$ cat src/design/vru_pkg.sv
// Package for the vector refraction unit: fixed-point widths, rounding
// constants and the word types shared by the pipeline modules.
// No dependencies.
`default_nettype none

package vru_pkg;

	localparam int VEC_FRAC_BITS   = 14;
	localparam int VEC_W           = 16;
	localparam int RATIO_W         = 16;
	localparam int RATIO_FRAC_BITS = 12;
	localparam int OUT_W           = 20;

	localparam int IN_TDATA_W  = ((7 * VEC_W + 7) / 8) * 8;
	localparam int OUT_TDATA_W = ((3 * OUT_W + 7) / 8) * 8;

	// dot product, cosine, c*n, inner sum, ratio product, perp
	localparam int DOT_W      = 2 * VEC_W + 1;
	localparam int C_W        = DOT_W - VEC_FRAC_BITS;
	localparam int PROD_CN_W  = C_W + VEC_W;
	localparam int INNER_W    = PROD_CN_W - VEC_FRAC_BITS + 1;
	localparam int PROD_RI_W  = INNER_W + RATIO_W + 1;
	localparam int P_W        = PROD_RI_W - RATIO_FRAC_BITS;

	// squared length and root
	localparam int MAG_W       = P_W;
	localparam int SQ_W        = 2 * MAG_W + 2;
	localparam int ROOT_W      = SQ_W / 2;
	localparam int REM_W       = ROOT_W + 3;
	localparam int SQRT_STEPS  = 2;
	localparam int SQRT_STAGES = ROOT_W / SQRT_STEPS;

	// parallel part and final sum
	localparam int PROD_RN_W = ROOT_W + 1 + VEC_W;
	localparam int SUM_W     = PROD_RN_W - VEC_FRAC_BITS + 2;

	localparam int FRONT_STAGES = 8;
	localparam int PIPE_DEPTH   = FRONT_STAGES + SQRT_STAGES + 1;

	localparam logic signed [DOT_W-1:0] DOT_ONE  = DOT_W'(1) <<< (2 * VEC_FRAC_BITS);
	localparam logic signed [DOT_W-1:0] DOT_HALF = DOT_W'(1) <<< (VEC_FRAC_BITS - 1);
	localparam logic signed [PROD_CN_W-1:0] CN_HALF =
		PROD_CN_W'(1) <<< (VEC_FRAC_BITS - 1);
	localparam logic signed [PROD_RI_W-1:0] RI_HALF =
		PROD_RI_W'(1) <<< (RATIO_FRAC_BITS - 1);
	localparam logic signed [PROD_RN_W-1:0] RN_HALF =
		PROD_RN_W'(1) <<< (VEC_FRAC_BITS - 1);
	localparam logic [SQ_W-1:0] SQ_ONE = SQ_W'(1) << (2 * VEC_FRAC_BITS);
	localparam logic signed [SUM_W-1:0] SUM_OUT_MAX = SUM_W'((64'sd1 <<< (OUT_W - 1)) - 64'sd1);
	localparam logic signed [SUM_W-1:0] SUM_OUT_MIN = -SUM_OUT_MAX - SUM_W'(1);

	typedef logic [2:0][VEC_W-1:0] vec3_t;
	typedef logic [2:0][P_W-1:0]   perp3_t;

	typedef struct packed {
		vec3_t  norm;
		perp3_t perp;
	} carry_t;

	typedef struct packed {
		logic [SQ_W-1:0]   rad;
		logic [REM_W-1:0]  rem;
		logic [ROOT_W-1:0] root;
	} sqrt_t;

	typedef struct packed {
		logic signed [OUT_W-1:0] z;
		logic signed [OUT_W-1:0] y;
		logic signed [OUT_W-1:0] x;
	} res_t;

	function automatic logic signed [OUT_W-1:0] sat_out(input logic signed [SUM_W-1:0] v);
		logic signed [OUT_W-1:0] r;
		if (v > SUM_OUT_MAX)
			r = SUM_OUT_MAX[OUT_W-1:0];
		else if (v < SUM_OUT_MIN)
			r = SUM_OUT_MIN[OUT_W-1:0];
		else
			r = v[OUT_W-1:0];
		return r;
	endfunction

endpackage

`default_nettype wire

$ cat src/design/vru_skid.sv
// Output register with a skid slot; parts the pipeline from the stream
// sink; a waiting result stalls the pipeline once the skid slot fills.
// Depends on vru_pkg.
`default_nettype none

module vru_skid import vru_pkg::*; (
	input  logic clk,
	input  logic arst_n,
	input  logic in_valid,
	input  res_t in_data,
	output logic in_ready,
	output logic out_valid,
	output res_t out_data,
	input  logic out_ready
);

	logic out_valid_q, skid_valid_q;
	res_t out_data_q, skid_data_q;
	logic load_out;

	assign load_out = out_ready || !out_valid_q;

	always_ff @(posedge clk or negedge arst_n) begin
		if (!arst_n) begin
			out_valid_q  <= 1'b0;
			skid_valid_q <= 1'b0;
		end else if (load_out) begin
			out_valid_q  <= skid_valid_q || in_valid;
			skid_valid_q <= 1'b0;
		end else if (in_valid && !skid_valid_q) begin
			skid_valid_q <= 1'b1;
		end
	end

	always_ff @(posedge clk) begin
		if (load_out)
			out_data_q <= skid_valid_q ? skid_data_q : in_data;
		else if (in_valid && !skid_valid_q)
			skid_data_q <= in_data;
	end

	assign in_ready  = !skid_valid_q;
	assign out_valid = out_valid_q;
	assign out_data  = out_data_q;

endmodule

`default_nettype wire

$ cat config.mk
export PLATFORM = sky130hd
export DESIGN_NAME = vru_skid
export DESIGN_NICKNAME = d
export VERILOG_FILES = /design/src/design/vru_pkg.sv /design/src/design/vru_skid.sv
export SDC_FILE = /design/constraint.sdc
export NUM_CORES = 1
export LEC_CHECK = 0
export ABC_AREA = 1
export ABC_CLOCK_PERIOD_IN_PS = 5700
export BUFFER_PORTS_ARGS = -buffer_cell sky130_fd_sc_hd__buf_2
export CAP_MARGIN = 30
export CORE_AREA = 2 2 124 126
export CTS_BUF_LIST = sky130_fd_sc_hd__clkbuf_8
export CTS_CLUSTER_DIAMETER = 200
export DETAILED_ROUTE_END_ITERATION = 6
export DIE_AREA = 0 0 126 128
export GPL_TIMING_DRIVEN = 0
export HOLD_SLACK_MARGIN = 0.08
export PLACE_DENSITY = 0.62
export SLEW_MARGIN = 20
export SYNTH_ARGS = -nofsm -noshare
export SYNTH_HDL_FRONTEND = slang
export SYNTH_SLANG_ARGS = --single-unit
$ cat constraint.sdc
create_clock -name clk -period 5.7 [get_ports clk]
set_input_delay 0.855 -clock clk [delete_from_list [all_inputs] [get_ports clk]]
set_output_delay 0.855 -clock clk [all_outputs]
set_load 0.03 [all_outputs]
; ---- Yosys cells after proc, flatten, opt, wreduce, memory -nomap -nowiden
; Index checks and enable logic that the tools add are counted.
[totals]
output_inout_bits = 62
register_bits = 122
in_bits = 64
[op_classes]
bitwise = 1
muxes = 3
reduce_logical = 7
[ops]
columns = cell, n
row1 = $mux 60, 1
row2 = $logic_not 1->1, 2
row3 = $logic_or 1x1->1, 2
row4 = $mux 1, 2
row5 = $reduce_and 2->1, 1
row6 = $reduce_bool 2->1, 1
row7 = $logic_and 1x1->1, 1
row8 = $not 1->1, 1

; ---- Longest topological paths before layout
[logic_depth]
ltp_word = 4
depth_mapped = 5
mapped_depth_nobuf = 3

; ---- Worst setup path before layout
; No wires, ideal clock.
[synth_timing]
path_kind = input -> register
start = input out_ready
end = register skid_data_q[0] (netlist bit), enable pin
path_stages = 3
setup_slack_ns = 0.274
required_ns = 5.221
arrival_time_ns = 4.947
cell_sequence = inv_1 > nand2_1 > nor2_1
[synth_between]
elab_chain_len = 3
[synth_lines]
columns = item, line_no
row1 = from (decl), vru_skid.sv:14  ; input logic out_ready
row2 = $logic_or 1x1->1, vru_skid.sv:21  ; assign load_out = out_ready || !out_valid_q;
row3 = via load_out, vru_skid.sv:19  ; logic load_out;
row4 = $not 1->1 (no source line), -
row5 = $reduce_and 2->1 (no source line), -
row6 = to (signal assigned), vru_skid.sv:39  ; skid_data_q <= in_data;
row7 = to (decl), vru_skid.sv:18  ; res_t out_data_q, skid_data_q;
; The timed path passes the listed nets, and every way through them passes these cells.
; A chain may end at the register's enable or synchronous reset.

; ---- Worst setup path in the final report
[layout_timing]
start = input out_ready
end = register skid_data_q[46] (netlist bit), enable pin
; Same word-level chain as after synthesis.

==> impl_metrics.csv <==
group,metric,value,unit
power_and_ir_drop,seq_power_share,0.539,
timing,fmax,0.424,GHz
timing,fin_skew,0.00557,ns
timing,tightest_slew,0.771,ns
power_and_ir_drop,finalPower,0.00201,W
clock_network,clkSinkCount,122,
timing,fin_crit_sh,0.414,
synthesis,synth.cell_area,0.00449,mm^2
floorplanning,start_util,0.302,
grt,grt_max_degree,37,
power_and_ir_drop,irDropWorstVdd,0.125,mV
grt,grtUsageTotal,0.124,
synthesis,ys_async_sr_fraction,0.0164,
worst_setup_path,critPathCaptureType,"flop",
synthesis,ys_top_cells_by_count,"nand2_1, edfxtp_1, buf_6, buf_4, nor2_1",
clock_network,cts_buffers,17,
synthesis,synth_area_leaders,"edfxtp_1, nand2_1, buf_6, dfrtp_1, buf_4",
timing,min_period,2.36,ns
floorplanning,coreArea,0.0149,mm^2
grt,grt_pass1_vias,2929,
floorplanning,io_pins,126,
floorplanning,row_count,45,
floorplanning,fp.dieH,128,um
synthesis,avgSynthCellArea,13.9,um^2
worst_setup_path,crit_path_start_kind,"primary input",
placed_design,gp_congestion,0.703,
route,vias,2851,
timing,rsz0062_at_grt,"no",
power_and_ir_drop,clock_power_share,0.322,
grt,overflow,0,
route,dr.pass1.iters,4,
clock_network,insertion_delay,0.42,ns
placed_design,detailedPlace.worstSlack,2.84,ns
final_layout,n_antenna_cell,0,
synthesis,yosysTopAreaCell,"edfxtp_1",
worst_setup_path,arrival,2.48,ns
power_and_ir_drop,power_leakage,2.49,nW
timing,setup_viol,0,
clock_network,cts.repair.resized,0,
synthesis,synth.distinct_cells,8,
synthesis,synth-edff-count,120,
route,drt_iter0_markers,103,
power_and_ir_drop,netSwitchingPower,0.000534,W
final_layout,fillers,1466,
clock_network,clk_pin_slew,0.06,ns
run,cap_violations,0,
route,wl_per_cell,14.3,um
timing,slew_viol_final,0,
grt,grt_pass1_wl,15100,um
floorplanning,dieWidth,126,um
power_and_ir_drop,p_sw_frac,0.266,
run_status,status,"complete, no violations",
synthesis,yosys_warnings,0,
power_and_ir_drop,internal-power,0.00147,W
clock_network,clockBufferDepth,2,
timing,hold_viol_final,0,
grt,antenna_found_initial,0,
synthesis,yosys.area.top_type_share,0.803,
route,antenna_violating_nets_post_route,0,
placed_design,portBuffers,125,
clock_network,clock-root-buffer,"clkbuf_8",
synthesis,seq_area_frac_synth,0.814,
worst_setup_path,setup.worst_path.class,"primary input to flop",
timing,slew_headroom,0.485,
clock_network,cts_tree,"done",
synthesis,yosysMostFrequentCell,"nand2_1",
power_and_ir_drop,combPwrFrac,0.138,
final_layout,drive_above_1_share,0.346,
clock_network,holdBufCountCts,0,
hold_path,hold_path_class,"primary input to async pin",
timing,finalWorstSetupSlack,3.34,ns
power_and_ir_drop,cellPowerDensity,349,mW/mm^2
route,via_per_inst,4.26,
route,routed_wirelength,9580,um
final_layout,area_growth,28.2,%
route,route.detailed.drc,0,
synthesis,synth_nets,387,
synthesis,synth_flop_cell,"edfxtp_1",
worst_setup_path,crit_required,5.82,ns
final_layout,final_util,0.387,
synthesis,synthCells,323,
synthesis,ys_seq_elements,122,
floorplanning,dieArea,0.0161,mm^2
clock_network,cts_setup_buffers,0,
worst_setup_path,critPathMaxFanout,36,
placed_design,dp_hpwl,6630,um
clock_network,cts.htree.levels,4,
final_layout,fin_nets,534,
## flip-flops by register name (all words and copies together) (netlist names)
name,flops
skid_data_q,60
out_valid,1
skid_valid_q,1
out_data,60
## through the flow
stage / hold WS [ns] / area (um^2) / instances / setup TNS, ns
4_1_cts: 0.158 / 5760 / 670 / 0
3_5_place_dp: 0.500 / 5430 / 639 / 0
2_1_floorplan: 0.491 / 4490 / 323 / 0
6_report: 0.207 / 5760 / 670 / 0
5_1_grt: 0.164 / 5760 / 670 / 0
3_3_place_gp: 0.500 / 5350 / 636 / -116.75
## final timing paths
| path | endpoint | slack [ns] | from | cells after the start |
|---|---|---|---|---|
| min in group clk | out_data[38] | 0.51 | skid_data_q[38] | 2 |
| max reg2reg | skid_data_q[46] | 3.55 | out_valid | 4 |
| min reg2reg | out_data[38] | 0.51 | skid_data_q[38] | 2 |
| max | skid_data_q[46] | 3.34 | out_ready | 6 |
| min | out_valid | 0.21 | arst_n | 1 |
| max in group asynchronous | skid_valid_q | 5.40 | arst_n | 1 |
## critical path, stage by stage
cell	delay, ns
buf_2	0.10
inv_1	0.08
nand2_4	0.23
buf_12	0.28
nor2_4	0.63
buf_12	0.28
## layout make-up
type                       instances  area [um^2]  area share
buffer                            13          124      0.0215
inverter                           2         12.5     0.00217
clock buffer                      17          234      0.0407
timing repair buffer             128          693       0.120
multi-input combinational        186          713       0.124
clock inverter                    14         90.1      0.0157
sequential                       122         3650       0.635
tap                              188          235      0.0409
## routing by layer
layer  vias up  wire length (um)  track usage
met5         -                 0            0
met2        88              4740        0.206
met1      1373              4090        0.141
li1       1384                 -            -
met3         6               656       0.0559
met4         0                88       0.0446
## cells by family after synthesis
| group | synth area share |
|---|---|
| buffers and inverters | 0.0304 |
| DFF | 0.814 |
| and+or+nand+nor | 0.156 |
## power groups by stage
stage	clock network (W)	registers, W	logic [W]
3_5_place_dp	0	0.00110	0.000283
6_report	0.000647	0.00108	0.000278
3_3_place_gp	0	0.00111	0.000268
5_1_grt	0.000711	0.00109	0.000302
2_1_floorplan	0	0.00120	0.0000785
4_1_cts	0.000676	0.00108	0.000283
## placed cells by master, fill, tap and decap left out, drive strengths merged
master and count:
bufinv 1, dfrtp 2, clkinvlp 2, clkbuf 17
edfxtp 120, inv 3, clkinv 10, buf 141
nor2 3, nand2 183
Note: power is estimated with default switching activity, not from simulation.
