<file path="config.mk">
export PLATFORM = sky130hd
export DESIGN_NAME = vru_sqrt_stage
export DESIGN_NICKNAME = d
export VERILOG_FILES = /design/src/design/vru_pkg.sv /design/src/design/vru_sqrt_stage.sv
export SDC_FILE = /design/constraint.sdc
export NUM_CORES = 1
export LEC_CHECK = 0
export ABC_AREA = 1
export ABC_CLOCK_PERIOD_IN_PS = 2600
export BUFFER_PORTS_ARGS = -buffer_cell sky130_fd_sc_hd__clkbuf_2
export CAP_MARGIN = 30
export CORE_AREA = 2 2 191 193
export DETAILED_ROUTE_END_ITERATION = 16
export DIE_AREA = 0 0 193 195
export PLACE_DENSITY = 0.57
export SYNTH_ARGS = -nofsm -noshare
export SYNTH_HDL_FRONTEND = slang
export SYNTH_SLANG_ARGS = --single-unit
</file>
<file path="constraint.sdc">
create_clock -name clk -period 2.6 [get_ports clk]
set_clock_uncertainty 0.15 [all_clocks]
set_input_delay 0 -clock clk [delete_from_list [all_inputs] [get_ports clk]]
set_output_delay 0 -clock clk [all_outputs]
set_load 0.02 [all_outputs]
</file>
<file path="src/design/vru_pkg.sv">
// Package for the vector refraction unit: fixed-point widths, rounding
// constants and the word types shared by the pipeline modules.
// No dependencies.
`default_nettype none

package vru_pkg;

	localparam int VEC_FRAC_BITS   = 14;
	localparam int VEC_W           = 16;
	localparam int RATIO_W         = 16;
	localparam int RATIO_FRAC_BITS = 12;
	localparam int OUT_W           = 20;

	localparam int IN_TDATA_W  = ((7 * VEC_W + 7) / 8) * 8;
	localparam int OUT_TDATA_W = ((3 * OUT_W + 7) / 8) * 8;

	// dot product, cosine, c*n, inner sum, ratio product, perp
	localparam int DOT_W      = 2 * VEC_W + 1;
	localparam int C_W        = DOT_W - VEC_FRAC_BITS;
	localparam int PROD_CN_W  = C_W + VEC_W;
	localparam int INNER_W    = PROD_CN_W - VEC_FRAC_BITS + 1;
	localparam int PROD_RI_W  = INNER_W + RATIO_W + 1;
	localparam int P_W        = PROD_RI_W - RATIO_FRAC_BITS;

	// squared length and root
	localparam int MAG_W       = P_W;
	localparam int SQ_W        = 2 * MAG_W + 2;
	localparam int ROOT_W      = SQ_W / 2;
	localparam int REM_W       = ROOT_W + 3;
	localparam int SQRT_STEPS  = 2;
	localparam int SQRT_STAGES = ROOT_W / SQRT_STEPS;

	// parallel part and final sum
	localparam int PROD_RN_W = ROOT_W + 1 + VEC_W;
	localparam int SUM_W     = PROD_RN_W - VEC_FRAC_BITS + 2;

	localparam int FRONT_STAGES = 8;
	localparam int PIPE_DEPTH   = FRONT_STAGES + SQRT_STAGES + 1;

	localparam logic signed [DOT_W-1:0] DOT_ONE  = DOT_W'(1) <<< (2 * VEC_FRAC_BITS);
	localparam logic signed [DOT_W-1:0] DOT_HALF = DOT_W'(1) <<< (VEC_FRAC_BITS - 1);
	localparam logic signed [PROD_CN_W-1:0] CN_HALF =
		PROD_CN_W'(1) <<< (VEC_FRAC_BITS - 1);
	localparam logic signed [PROD_RI_W-1:0] RI_HALF =
		PROD_RI_W'(1) <<< (RATIO_FRAC_BITS - 1);
	localparam logic signed [PROD_RN_W-1:0] RN_HALF =
		PROD_RN_W'(1) <<< (VEC_FRAC_BITS - 1);
	localparam logic [SQ_W-1:0] SQ_ONE = SQ_W'(1) << (2 * VEC_FRAC_BITS);
	localparam logic signed [SUM_W-1:0] SUM_OUT_MAX = SUM_W'((64'sd1 <<< (OUT_W - 1)) - 64'sd1);
	localparam logic signed [SUM_W-1:0] SUM_OUT_MIN = -SUM_OUT_MAX - SUM_W'(1);

	typedef logic [2:0][VEC_W-1:0] vec3_t;
	typedef logic [2:0][P_W-1:0]   perp3_t;

	typedef struct packed {
		vec3_t  norm;
		perp3_t perp;
	} carry_t;

	typedef struct packed {
		logic [SQ_W-1:0]   rad;
		logic [REM_W-1:0]  rem;
		logic [ROOT_W-1:0] root;
	} sqrt_t;

	typedef struct packed {
		logic signed [OUT_W-1:0] z;
		logic signed [OUT_W-1:0] y;
		logic signed [OUT_W-1:0] x;
	} res_t;

	function automatic logic signed [OUT_W-1:0] sat_out(input logic signed [SUM_W-1:0] v);
		logic signed [OUT_W-1:0] r;
		if (v > SUM_OUT_MAX)
			r = SUM_OUT_MAX[OUT_W-1:0];
		else if (v < SUM_OUT_MIN)
			r = SUM_OUT_MIN[OUT_W-1:0];
		else
			r = v[OUT_W-1:0];
		return r;
	endfunction

endpackage

`default_nettype wire

</file>
<file path="src/design/vru_sqrt_stage.sv">
// One stage of the pipelined integer square root: two restoring
// digit steps per register, side payload carried alongside.
// Depends on vru_pkg.
`default_nettype none

module vru_sqrt_stage import vru_pkg::*; (
	input  logic   clk,
	input  logic   arst_n,
	input  logic   en,
	input  logic   in_valid,
	input  sqrt_t  in_sq,
	input  carry_t in_carry,
	output logic   out_valid,
	output sqrt_t  out_sq,
	output carry_t out_carry
);

	logic   v_s1;
	sqrt_t  sq_s1;
	carry_t carry_s1;
	sqrt_t  sq_d;

	always_comb begin
		logic [REM_W-1:0] rem_sh, trial;
		sq_d = in_sq;
		for (int k = 0; k < SQRT_STEPS; k++) begin
			rem_sh   = {sq_d.rem[REM_W-3:0], sq_d.rad[SQ_W-1:SQ_W-2]};
			trial    = {1'b0, sq_d.root, 2'b01};
			sq_d.rad = {sq_d.rad[SQ_W-3:0], 2'b00};
			if (rem_sh >= trial) begin
				sq_d.rem  = rem_sh - trial;
				sq_d.root = {sq_d.root[ROOT_W-2:0], 1'b1};
			end else begin
				sq_d.rem  = rem_sh;
				sq_d.root = {sq_d.root[ROOT_W-2:0], 1'b0};
			end
		end
	end

	always_ff @(posedge clk or negedge arst_n) begin
		if (!arst_n)
			v_s1 <= 1'b0;
		else if (en)
			v_s1 <= in_valid;
	end

	always_ff @(posedge clk) begin
		if (en) begin
			sq_s1    <= sq_d;
			carry_s1 <= in_carry;
		end
	end

	assign out_valid = v_s1;
	assign out_sq    = sq_s1;
	assign out_carry = carry_s1;

endmodule

`default_nettype wire

</file>
### Word-level counts from Yosys, hierarchy flattened

Cells that the tools add are included.

| cells by class | value |
|---|---|
| equality and inequality tests | 0 |
| magnitude comparators | 2 |
| shift-type cells | 0 |
| add/sub/neg operators | 2 |
| $mul | 0 |
| divide/modulo/power cells | 0 |
| bitwise logic cells | 0 |
| reductions and logical operators | 0 |
| mux-type cells | 2 |

Operators by type and width:

| cell | count |
|---|---|
| greater-or-equal comparator 31 x 30 -> 1 bit | 2 |
| two-way mux 59 bit | 1 |
| two-way mux 57 bit | 1 |
| subtractor 31 x 30 -> 31 bit | 1 |
| subtractor 29 bit | 1 |

| word-level totals | value |
|---|---|
| output and inout port bits | 245 |
| memories kept | 0 |
| bits in read-only memories | 0 |
| register bits after elaboration | 241 |
| RAM bits | 0 |
| logic and storage cells | 16 |
| latch bits | 0 |

### Depth between registers and ports, before layout

Gate-level depths: netlist of the first run.

| logic depth | value |
|---|---|
| word-level depth | 4 |
| mapped depth | 29 |
| depth with buffers taken out | 27 |

### Least setup slack after synthesis of the first run

Ideal clock, no wire load.

| path | value |
|---|---|
| kind | input port to flip-flop |
| start | in in_sq[4] in the netlist's numbering |
| end | reg sq_s1 (netlist bit out_sq[28]) (data pin) |
| arrival time | 3095 ps |
| path buffers | 2 |
| data required time | 2191 ps |
| slack | -904 ps |
| stages | 26 |
| cell sequence | inv_1 > ha_1 > nand2_1 > inv_2 > a21oi_1 > nand2_1 > nand2_1 > nand2_2 > nand2_2 > nand2_4 > inv_2 > clkbuf_1 > o21ai_0 > ha_1 > a21oi_1 > inv_1 > a21oi_1 > inv_1 > a21oi_1 > nor3_1 > nor2_1 > nand2_2 > nand2_2 > nand2_4 > buf_4 > xor2_1 |

RTL lines:

| element | RTL line | text |
|---|---|---|
| from (decl) | vru_sqrt_stage.sv:11 | `input sqrt_t in_sq,` |
| to (signal assigned) | vru_sqrt_stage.sv:49 | `sq_s1 <= sq_d;` |
| to (decl) | vru_sqrt_stage.sv:19 | `sqrt_t sq_s1;` |

==> reports/metrics.cfg, run 1 <==
[place]
placed_area_um2 = 17100
place.gp.congestion = 0.940
io_buffer_count = 486
dpl.hpwl_mm = 38.9

[timing]
period_needed_ps = 3060
tightestPinTransition_ps = 617
fin_ws_ps = -465
hold-worst-slack_ps = -2.59
rsz0062_at_grt = yes
final-setup-viol-count = 32
fin_crit_sh_pct = 118
slew_viol_final = 0
fmax_ghz = 0.326
hold_viol_final = 1
final.setup.tns_ps = -13710
slew-limit-headroom_pct = 58.9

[outcome]
violations = hold timing, setup timing
status = complete, but fails checks

[critical_path]
slowest_stage = ha_4
cp-start-kind = input port
endpoint_kind = register
r2r_end = out_valid
cp_max_fo = 40
r2r_slack_ps = 1090
r2r_start = out_valid
critPathArrivalTime_ps = 3230
crit_path_max_incr_delay_ps = 310
rr_worst_depth = 2
critical_path_required_ps = 2760
criticalPathCategory = input port to register

[synthesis]
yosys.area.top_type_share_pct = 61.9
yosysWarnings = 0
synthArstFlopShare_pct = 0.415
synth.avg_cell_area_um2 = 10.8
synth_most_common_cell = nand2_1
synth-main-ff-cell = edfxtp_1
ys_seq_area_share_pct = 62.1
syn_area_um2 = 11600
synth_cell_type_count = 43
yosys.area.top_type = edfxtp_1
ys_ff_latch = 241
synth_common_cells = nand2_1, edfxtp_1, inv_1, nor2_1, a21oi_1
synthTopCellsByArea = edfxtp_1, nand2_1, ha_1
synth-edff-count = 240
synthCells = 1079

[clock_network]
clockRootBuffer = clkbuf_16
cts_tree = built
clock_latency_ps = 570
cts_buffer_depth = 3
clkTransAtPathRegs_ps = 60
clock-sinks = 241
cts_max_level = 1
cts_buffers = 28

[power_and_ir_drop]
ir_drop_uv = 517
p_switching_mw = 4.91
swShare_pct = 33.3
p_int_mw = 9.84
combPwrFrac_pct = 38.8
p_seq_share_pct = 33.7
p_per_area_nw_per_um2 = 644
p_clk_share_pct = 27.5
p_leak_nw = 10.3

[global_routing]
track_usage_pct = 27.8
antenna_found_initial = 7
grt_overflow = 0
grt_pass1_wl_mm = 77.9
grt_pass1_vias = 13300
grt_max_degree = 76

[cells_and_area]
fillers = 2798
finalInstanceArea_um2 = 22900
layout.nets = 2540
regArea_um2 = 7230
syn_to_final_growth_pct = 96.5
drive_gt1_share_pct = 49.3
multi_input_area_um2 = 5230

[floorplan]
core.rowCount = 69
die_w_um = 193
die_area_um2 = 37600
io-pin-count = 493
initial_utilization_pct = 32.9
core_um2 = 35400
die_h_um = 195

[routing]
drc_errors = 0
vias = 12800
antenna_left = 0
avgRoutedWirePerCell_um = 20.1
wirelength_mm = 54.7
dr.pass1.iters = 7
drt_iter0_drc = 751
viasPerCell = 4.71

[min_path]
hold_class = input port to register
holdPathStages = 7
hold_path_end = out_sq[33]
hold_start = in_sq[29]

[flow_run]
maxCapViolCount = 0

[cell type report]
type / instances / area share (%)
timing repair buffer: 1134 / 36.4
sequential: 241 / 31.6
multi-input combinational: 698 / 22.8
clock buffer: 37 / 3.30
tap: 461 / 2.52
inverter: 128 / 2.28
clock inverter: 15 / 0.853
timing repair inverter: 1 / 0.0875
antenna: 8 / 0.0875
[routing by layer]
layer  vias to the layer above  part of all wire (%)  track usage, %
met5                         -                 0.018               0
met4                         2                   4.9            11.3
met3                       129                   7.0            5.36
met2                       565                    49            48.6
met1                      6070                    39            33.4
li1                       6048                     -               -
[registers in the layout, summed over array words and instances, names as in the netlist]
signal	count
out_carry	129
out_sq	111
out_valid	1
[cell usage in the layout, fill, tap and decap left out, types with 4 or more instances in the layout]
cell / Yosys / routed
a21oi_1: 73 / 31
a21oi_2: 1 / 35
a21oi_4: 0 / 8
a31oi_1: 8 / 7
buf_12: 0 / 7
buf_4: 6 / 303
buf_6: 4 / 5
clkbuf_1: 5 / 7
clkbuf_16: 0 / 28
clkbuf_2: 0 / 480
clkinv_2: 0 / 4
conb_1: 1 / 4
diode_2: 0 / 8
dlygate4sd3_1: 0 / 332
edfxtp_1: 240 / 240
ha_1: 60 / 7
ha_4: 0 / 51
inv_1: 121 / 93
inv_2: 6 / 29
nand2_1: 247 / 206
nand2_2: 7 / 39
nand2_4: 3 / 11
nand3_1: 41 / 37
nand3_2: 1 / 5
nand4_1: 6 / 6
nor2_1: 81 / 56
nor2_2: 5 / 20
nor2_4: 0 / 10
nor3_1: 14 / 6
nor3_2: 0 / 7
o21a_1: 9 / 9
o21ai_0: 55 / 13
o21ai_1: 19 / 35
o21ai_2: 1 / 21
o21ai_4: 0 / 6
xnor2_1: 22 / 21
xor2_1: 19 / 19
[worst max path at each step]
stage,cells after the start,startpoint,slack [ps],end
floorplan,28,in_sq[16],-620,out_sq[56]
global placement,24,in_sq[17],-1440,out_sq[40]
detailed placement,24,in_sq[17],-1520,out_sq[41]
CTS,28,in_sq[15],-430,out_sq[52]
global route,30,in_sq[14],-630,out_sq[52]
finish,28,in_sq[20],-460,out_sq[41]
[critical path, delay by kind of cell]
kind                       cells  cell delay, ps
adders and majority gates      2             560
and+or+nand+nor               16            1420
buffers and inverters          6             660
AOI/OAI and AO/OA              4             560
[power by group through the flow]
stage | Clock (mW) | Sequential (mW) | Combinational [mW]
after floorplan | 0 | 5.56 | 1.75
after global placement | 0 | 5.03 | 4.49
after detailed placement | 0 | 5.03 | 4.50
after CTS | 4.13 | 4.96 | 5.35
after global routing | 4.28 | 5.00 | 6.11
final | 4.06 | 4.97 | 5.72
[cell families after synthesis]
family	count (synthesis)	share of synthesized area, %
DFF	241	62.1
adders and majority gates	60	6.45
muxes	1	0.0967
and+or+nand+nor	413	14.7
xor gates and xnor gates	41	3.08
buffers and inverters	143	5.08
other	1	0.0322
AOI/OAI and AO/OA	179	8.43
[repair_timing]
item,4_1_cts,5_1_grt
hold endpoints to repair,299,0
resized for setup,155,125
setup endpoints to repair,32,32
cloned,4,0
hold buffers,332,0
setup buffers,31,12
pin swaps,22,40
[metrics by stage]
stage / power [mW] / instances / setup WS, ps / hold slack (ps) / util [%]
floorplan: 7.31 / 1082 / -618 / -446 / -
global placement: 9.53 / 2284 / -1440 / -374 / 48.3
detailed placement: 9.54 / 2284 / -1520 / -369 / 48.3
CTS: 14.4 / 2703 / -428 / 0.236 / 62.9
global route: 15.4 / 2718 / -627 / 3.56 / 64.6
finish: 14.7 / 2723 / -465 / -2.59 / 64.7
Note: power is estimated with default switching activity, not from simulation.
==> inputs of run 2 (changes only) <==
Settings changed: CELL_PAD_IN_SITES_DETAIL_PLACEMENT from default to 0, CELL_PAD_IN_SITES_GLOBAL_PLACEMENT from default to 1, PLACE_DENSITY 0.57 to 0.73.
==> run 2 against run 1 <==
Compared with the run above: the flow finishes with violations (setup timing); worst hold slack better by 14 ps; utilization increased by 2.7 points; worst setup slack worse by 160 ps; maximum frequency shrank 4.9%; sequential power barely moved; critical path type unchanged; largest power group unchanged.
==> reports/metrics.cfg, run 2 (same netlist as run 1, synthesis figures left out) <==
[timing]
final-setup-viol-count = 32  ; unchanged
fin_ws_ps = -622  ; -157 ps
fmax_ghz = 0.310  ; -4.9%
tightestPinTransition_ps = 591  ; -25.2 ps
slew-limit-headroom_pct = 60.6  ; +1.7 points
fin_crit_sh_pct = 124  ; +6.1 points
rsz0062_at_grt = yes
slew_viol_final = 0  ; unchanged
period_needed_ps = 3220  ; +157 ps
hold_viol_final = 0  ; -1
hold-worst-slack_ps = 11.8  ; +14.4 ps

[clock_network]
cts_buffer_depth = 3  ; unchanged
clock-sinks = 241  ; unchanged
clock_latency_ps = 570  ; about the same
cts_max_level = 1  ; unchanged
cts_tree = built
clockRootBuffer = clkbuf_16
clkTransAtPathRegs_ps = 60  ; about the same
cts_buffers = 28  ; unchanged

[routing]
viasPerCell = 4.73  ; +0.61%
dr.pass1.iters = 5  ; -2
drt_iter0_drc = 624  ; -17%
wirelength_mm = 59.8  ; +9.3%
antenna_left = 0  ; unchanged
avgRoutedWirePerCell_um = 21.4  ; +6.6%
drc_errors = 0  ; unchanged
vias = 13200  ; +3.2%

[cells_and_area]
final_common_cell = clkbuf_2
drive_gt1_share_pct = 53.2  ; +3.9 points
final_cell_mix = clkbuf_2, buf_4, dlygate4sd3_1
syn_to_final_growth_pct = 105
finalInstanceArea_um2 = 23800  ; +4.1%
largest_reg_flops = 129  ; unchanged
fin_util_pct = 67.3  ; +2.7 points
fillers = 2673  ; -4.5%
layout.nets = 2605  ; +2.6%

[power_and_ir_drop]
p_leak_nw = 10.9  ; +5.5%
p_clk_share_pct = 27.7  ; +0.2 points
p_int_mw = 10.3  ; +4.3%
p_switching_mw = 5.27  ; +7.2%
p_seq_share_pct = 32.1  ; -1.6 points
p_per_area_nw_per_um2 = 651  ; +1.1%
swShare_pct = 33.9  ; +0.62 points
ir_drop_uv = 639  ; +23%
combPwrFrac_pct = 40.2  ; +1.4 points

[floorplan]
die_h_um = 195  ; unchanged
die_w_um = 193  ; unchanged
io-pin-count = 493  ; unchanged
initial_utilization_pct = 32.9  ; unchanged
core_um2 = 35400  ; unchanged
core.rowCount = 69  ; unchanged
die_area_um2 = 37600  ; unchanged

[critical_path]
cp-start-kind = input port
critical_path_required_ps = 2780  ; +20 ps
r2r_slack_ps = 1130  ; +40 ps
endpoint_kind = register
criticalPathCategory = input port to register
cp_max_fo = 6  ; -85%
critPathArrivalTime_ps = 3410  ; +180 ps

[place]
placed_area_um2 = 17200  ; +0.73%
place.gp.congestion = 0.965  ; +2.7%
io_buffer_count = 486  ; unchanged
dpl.hpwl_mm = 40.6  ; +4.5%

[global_routing]
grt_overflow = 0  ; unchanged
antenna_found_initial = 14  ; +7
grt_pass1_vias = 13700  ; +3.0%
grt_pass1_wl_mm = 83.8  ; +7.7%
track_usage_pct = 30.2  ; +2.4 points
grt_max_degree = 67  ; -12%

[flow_run]
maxCapViolCount = 0  ; unchanged

[min_path]
hold_class = input port to register

[outcome]
status = complete, but fails checks
violations = setup timing

## run 2: cell types whose count changed in the layout (fill, tap and decap cells not counted), sizes merged
cell and change:
bufinv +3, diode +6, dlygate4sd3 +8, clkbuf -18, inv +6, clkinv +3, bufbuf -1, buf +62
## run 2: power by group through the flow
stage	sequential [mW]	clock (mW)	combinational, mW
floorplan	5.56	0	1.75
global placement	5.04	0	4.51
detailed placement	5.04	0	4.53
CTS	4.97	4.34	5.70
global route	5.02	4.51	6.61
finish	4.98	4.30	6.24
## run 2: worst paths after layout
| check | from | endpoint | depth (start not counted) |
|---|---|---|---|
| worst max-delay path | in_sq[38] | out_sq[33] | 27 |
| worst min-delay path | in_carry[69] | out_carry[69] | 2 |
| worst max register to register | out_valid | out_valid | 2 |
| worst min register to register | out_valid | out_valid | 2 |
| max in group asynchronous | arst_n | out_valid | 3 |
| min in group asynchronous | arst_n | out_valid | 3 |
## run 2: worst max-delay path: stages
cell and delay (ps):
buf_4 130, ha_4 300, nand2_4 80, nor2_4 110, buf_4 120, buf_4 100
inv_1 60, o21ai_0 200, inv_1 100, buf_4 150, o21ai_1 150, xnor2_1 180
o21ai_2 110, ha_4 290, nand2_2 70, nor2_2 100, inv_1 60, nor2_2 70
nand4_1 70, nand3b_1 190, o21ai_2 160, nor2_2 60, nand2_4 110, buf_12 230
inv_12 80, nand2_4 80, o21ai_2 50
## run 2: cell type report
type / count / area [µm²] / area share (%)
repair inverters: 9 / 128 / 0.535
flip-flops and latches: 241 / 7230 / 30.3
inverters: 128 / 534 / 2.24
diodes: 14 / 35.0 / 0.147
repair buffers: 1191 / 8870 / 37.2
well taps: 461 / 577 / 2.42
multi-input cells: 698 / 5480 / 23.0
clock inverters: 19 / 270 / 1.13
clock buffers: 31 / 712 / 2.99
## run 2: metal layers
| layer | routed length, µm | GRT usage (%) | vias up | part of all wire, % |
|---|---|---|---|---|
| li1 | - | - | 6168 | - |
| met1 | 23100 | 35.9 | 6352 | 39 |
| met2 | 28900 | 51.3 | 537 | 48 |
| met3 | 4260 | 6.87 | 160 | 7.1 |
| met4 | 3540 | 14.9 | 2 | 5.9 |
| met5 | 15 | 0 | - | 0.025 |
## run 2: through the flow
stage	cells	total power, mW	setup TNS, ps	setup WS [ps]
6_report	2792	15.5	-18080	-622
5_1_grt	2787	16.1	-22510	-750
4_1_cts	2748	15.0	-13930	-489
3_5_place_dp	2299	9.57	-54910	-1800
3_3_place_gp	2299	9.55	-55030	-1790
2_1_floorplan	1082	7.31	-19290	-618
## run 2: repair_timing
action	in CTS	in global routing
setup buffers	52	30
cloned	8	1
resized for setup	231	189
endpoints found under the setup margin	32	32
pin swaps	21	113
endpoints found under the hold margin	388	1
hold buffers	339	1
==> inputs of run 3 (changes only) <==
--- a/config.mk
+++ b/config.mk
@@ -15,4 +15,5 @@
 export DETAILED_ROUTE_END_ITERATION = 16
 export DIE_AREA = 0 0 193 195
+export HOLD_SLACK_MARGIN = 0.05
 export PLACE_DENSITY = 0.73
 export SYNTH_ARGS = -nofsm -noshare
==> constraint.sdc (replaced) <==
create_clock -name clk -period 2.6 [get_ports clk]
set_clock_uncertainty 0.15 [all_clocks]
set_input_delay 0.78 -clock clk [delete_from_list [all_inputs] [get_ports clk]]
set_output_delay 0.78 -clock clk [all_outputs]
set_load 0.02 [all_outputs]
==> run 3 against run 2 <==
Compared with the run above: the flow still finishes with violations (setup timing); non-clock buffer count decreased by 364; flip-flop and latch count unchanged; critical endpoint is now out_sq[43]; critical path depth increased by 2; utilization decreased by 12 points; clock power decreased by 11%; die area unchanged; worst hold slack improved by 200 ps.
==> reports/metrics.cfg, run 3 (same netlist as run 1, synthesis figures left out) <==
[floorplan]
initial_utilization_pct = 32.9  ; unchanged
die_h_um = 195  ; unchanged
core.rowCount = 69  ; unchanged
die_area_um2 = 37600  ; unchanged
io-pin-count = 493  ; unchanged
die_w_um = 193  ; unchanged
core_um2 = 35400  ; unchanged

[timing]
fmax_ghz = 0.255  ; -18%
rsz0062_at_grt = yes
slew_viol_final = 0  ; unchanged
hold_viol_final = 0  ; unchanged
fin_crit_sh_pct = 151  ; +27 points
final-setup-viol-count = 32  ; unchanged
period_needed_ps = 3920  ; +698 ps
fin_ws_ps = -1320  ; -698 ps

[place]
io_buffer_count = 486  ; unchanged
dpl.hpwl_mm = 40.6  ; about the same
post-place-cells = 2299  ; unchanged
place.gp.congestion = 0.960  ; -0.53%
dp_slack_ps = -2490  ; -691 ps

[clock_network]
cts_tree = built
cts_buffers = 29  ; +3.6%
clkTransAtPathRegs_ps = 60  ; about the same
clock_latency_ps = 580  ; about the same
clock-sinks = 241  ; unchanged
clockRootBuffer = clkbuf_16
cts_max_level = 1  ; unchanged
cts_buffer_depth = 3  ; unchanged

[critical_path]
crit_top_cell = nand2_1
slowest_stage = ha_4
critical_path.top_delay_family = simple AND/OR/NAND/NOR gates
cp_max_fo = 5  ; -1
cp-start-kind = input port
cp.buffers_inverters = 10  ; +1
critPathArrivalTime_ps = 4110  ; +700 ps
r2r_slack_ps = 1710  ; +580 ps
criticalPathCategory = input port to register
critical_path_required_ps = 2790  ; about the same
endpoint_kind = register
crit_path_max_incr_delay_ps = 310  ; about the same

[cells_and_area]
final_common_cell = clkbuf_2
drive_gt1_share_pct = 57.7  ; +4.5 points
finalNonFillerCells = 2422  ; -13%
layout.nets = 2241  ; -14%
final_cell_mix = clkbuf_2, buf_4, edfxtp_1
syn_to_final_growth_pct = 68.2
largest_reg_flops = 129  ; unchanged

[routing]
dr.pass1.iters = 4  ; -1
antenna_left = 0  ; unchanged
dr_wl_met3_mm = 4.34  ; +1.8%
vias = 11500  ; -13%
viasPerCell = 4.73  ; -0.14%
top_layer = met5
avgRoutedWirePerCell_um = 21.1  ; -1.3%
drc_errors = 0  ; unchanged
wl_met2_mm = 24.4  ; -16%
wirelength_mm = 51.2  ; -14%
drt_iter0_drc = 572  ; -8.3%
drt-met1-wl_mm = 20.2  ; -13%

[outcome]
status = complete, but fails checks
violations = setup timing

[power_and_ir_drop]
ir_drop_uv = 622  ; -2.6%
p_leak_nw = 9.06  ; -17%
p_per_area_nw_per_um2 = 724  ; +11%

[global_routing]
grt_pass1_vias = 11600  ; -15%
grt_overflow = 0  ; unchanged
grt_max_degree = 47  ; -30%
track_usage_pct = 25.9  ; -4.4 points
antenna_found_initial = 15  ; +1
grt_pass1_wl_mm = 71.2  ; -15%

[min_path]
hold_class = input port to register

[flow_run]
maxCapViolCount = 0  ; unchanged

==> run 3: cell count changes in the layout (fill, tap and decap cells not counted), sizes merged <==
cell	delta
buf	-36
bufinv	-5
clkbuf	+14
clkinv	+2
clkinvlp	+1
diode	-8
dlygate4sd3	-339
inv	+1
==> run 3: where the power goes <==
group          switching (mW)  internal (mW)
clock                    1.69           2.16
combinational            3.03           2.34
sequential              0.156           4.81
total                    4.88           9.31
==> run 3: worst paths after layout <==
kind / cells after the start / end / startpoint
max in group asynchronous: 2 / out_valid / arst_n
min reg2reg: 1 / out_valid / out_valid
min in group asynchronous: 2 / out_valid / arst_n
max: 29 / out_sq[43] / in_sq[1]
max reg2reg: 1 / out_valid / out_valid
min: 1 / out_carry[50] / in_carry[50]
==> run 3: cell type report <==
| class | count | area (µm²) |
|---|---|---|
| Clock buffer | 34 | 744 |
| Tap cell | 461 | 577 |
| Fill cell | 3185 | 15800 |
| Antenna cell | 6 | 15.0 |
| Sequential cell | 241 | 7230 |
| Clock inverter | 19 | 141 |
| Timing Repair inverter | 8 | 114 |
| Multi-Input combinational cell | 698 | 5070 |
| Inverter | 128 | 517 |
| Timing Repair Buffer | 827 | 5180 |
==> run 3: repair_timing <==
action / 4_1_cts / 5_1_grt
hold buffers: 1 / 0
cloned: 7 / 2
resized for setup: 152 / 120
hold endpoints to repair: 1 / 0
pin swaps: 33 / 48
setup buffers: 38 / 16
endpoints found under the setup margin: 32 / 32
==> run 3: stage by stage <==
stage	instance area [µm²]	TNS [ps]	power (mW)	hold slack, ps	utilization, %
floorplan	12200	-44250	7.31	334	-
global placement	17200	-77880	9.55	343	48.7
detailed placement	17200	-77530	9.57	351	48.7
CTS	19000	-39670	14.0	200	53.8
global route	19600	-46800	14.8	197	55.3
finish	19600	-41480	14.2	216	55.3
==> run 3: layer usage <==
metal  up-vias  GRT usage [%]
li1       5434              -
met1      5406           31.1
met2       459           44.3
met3       132           7.46
met4        20           8.42
met5         -              0
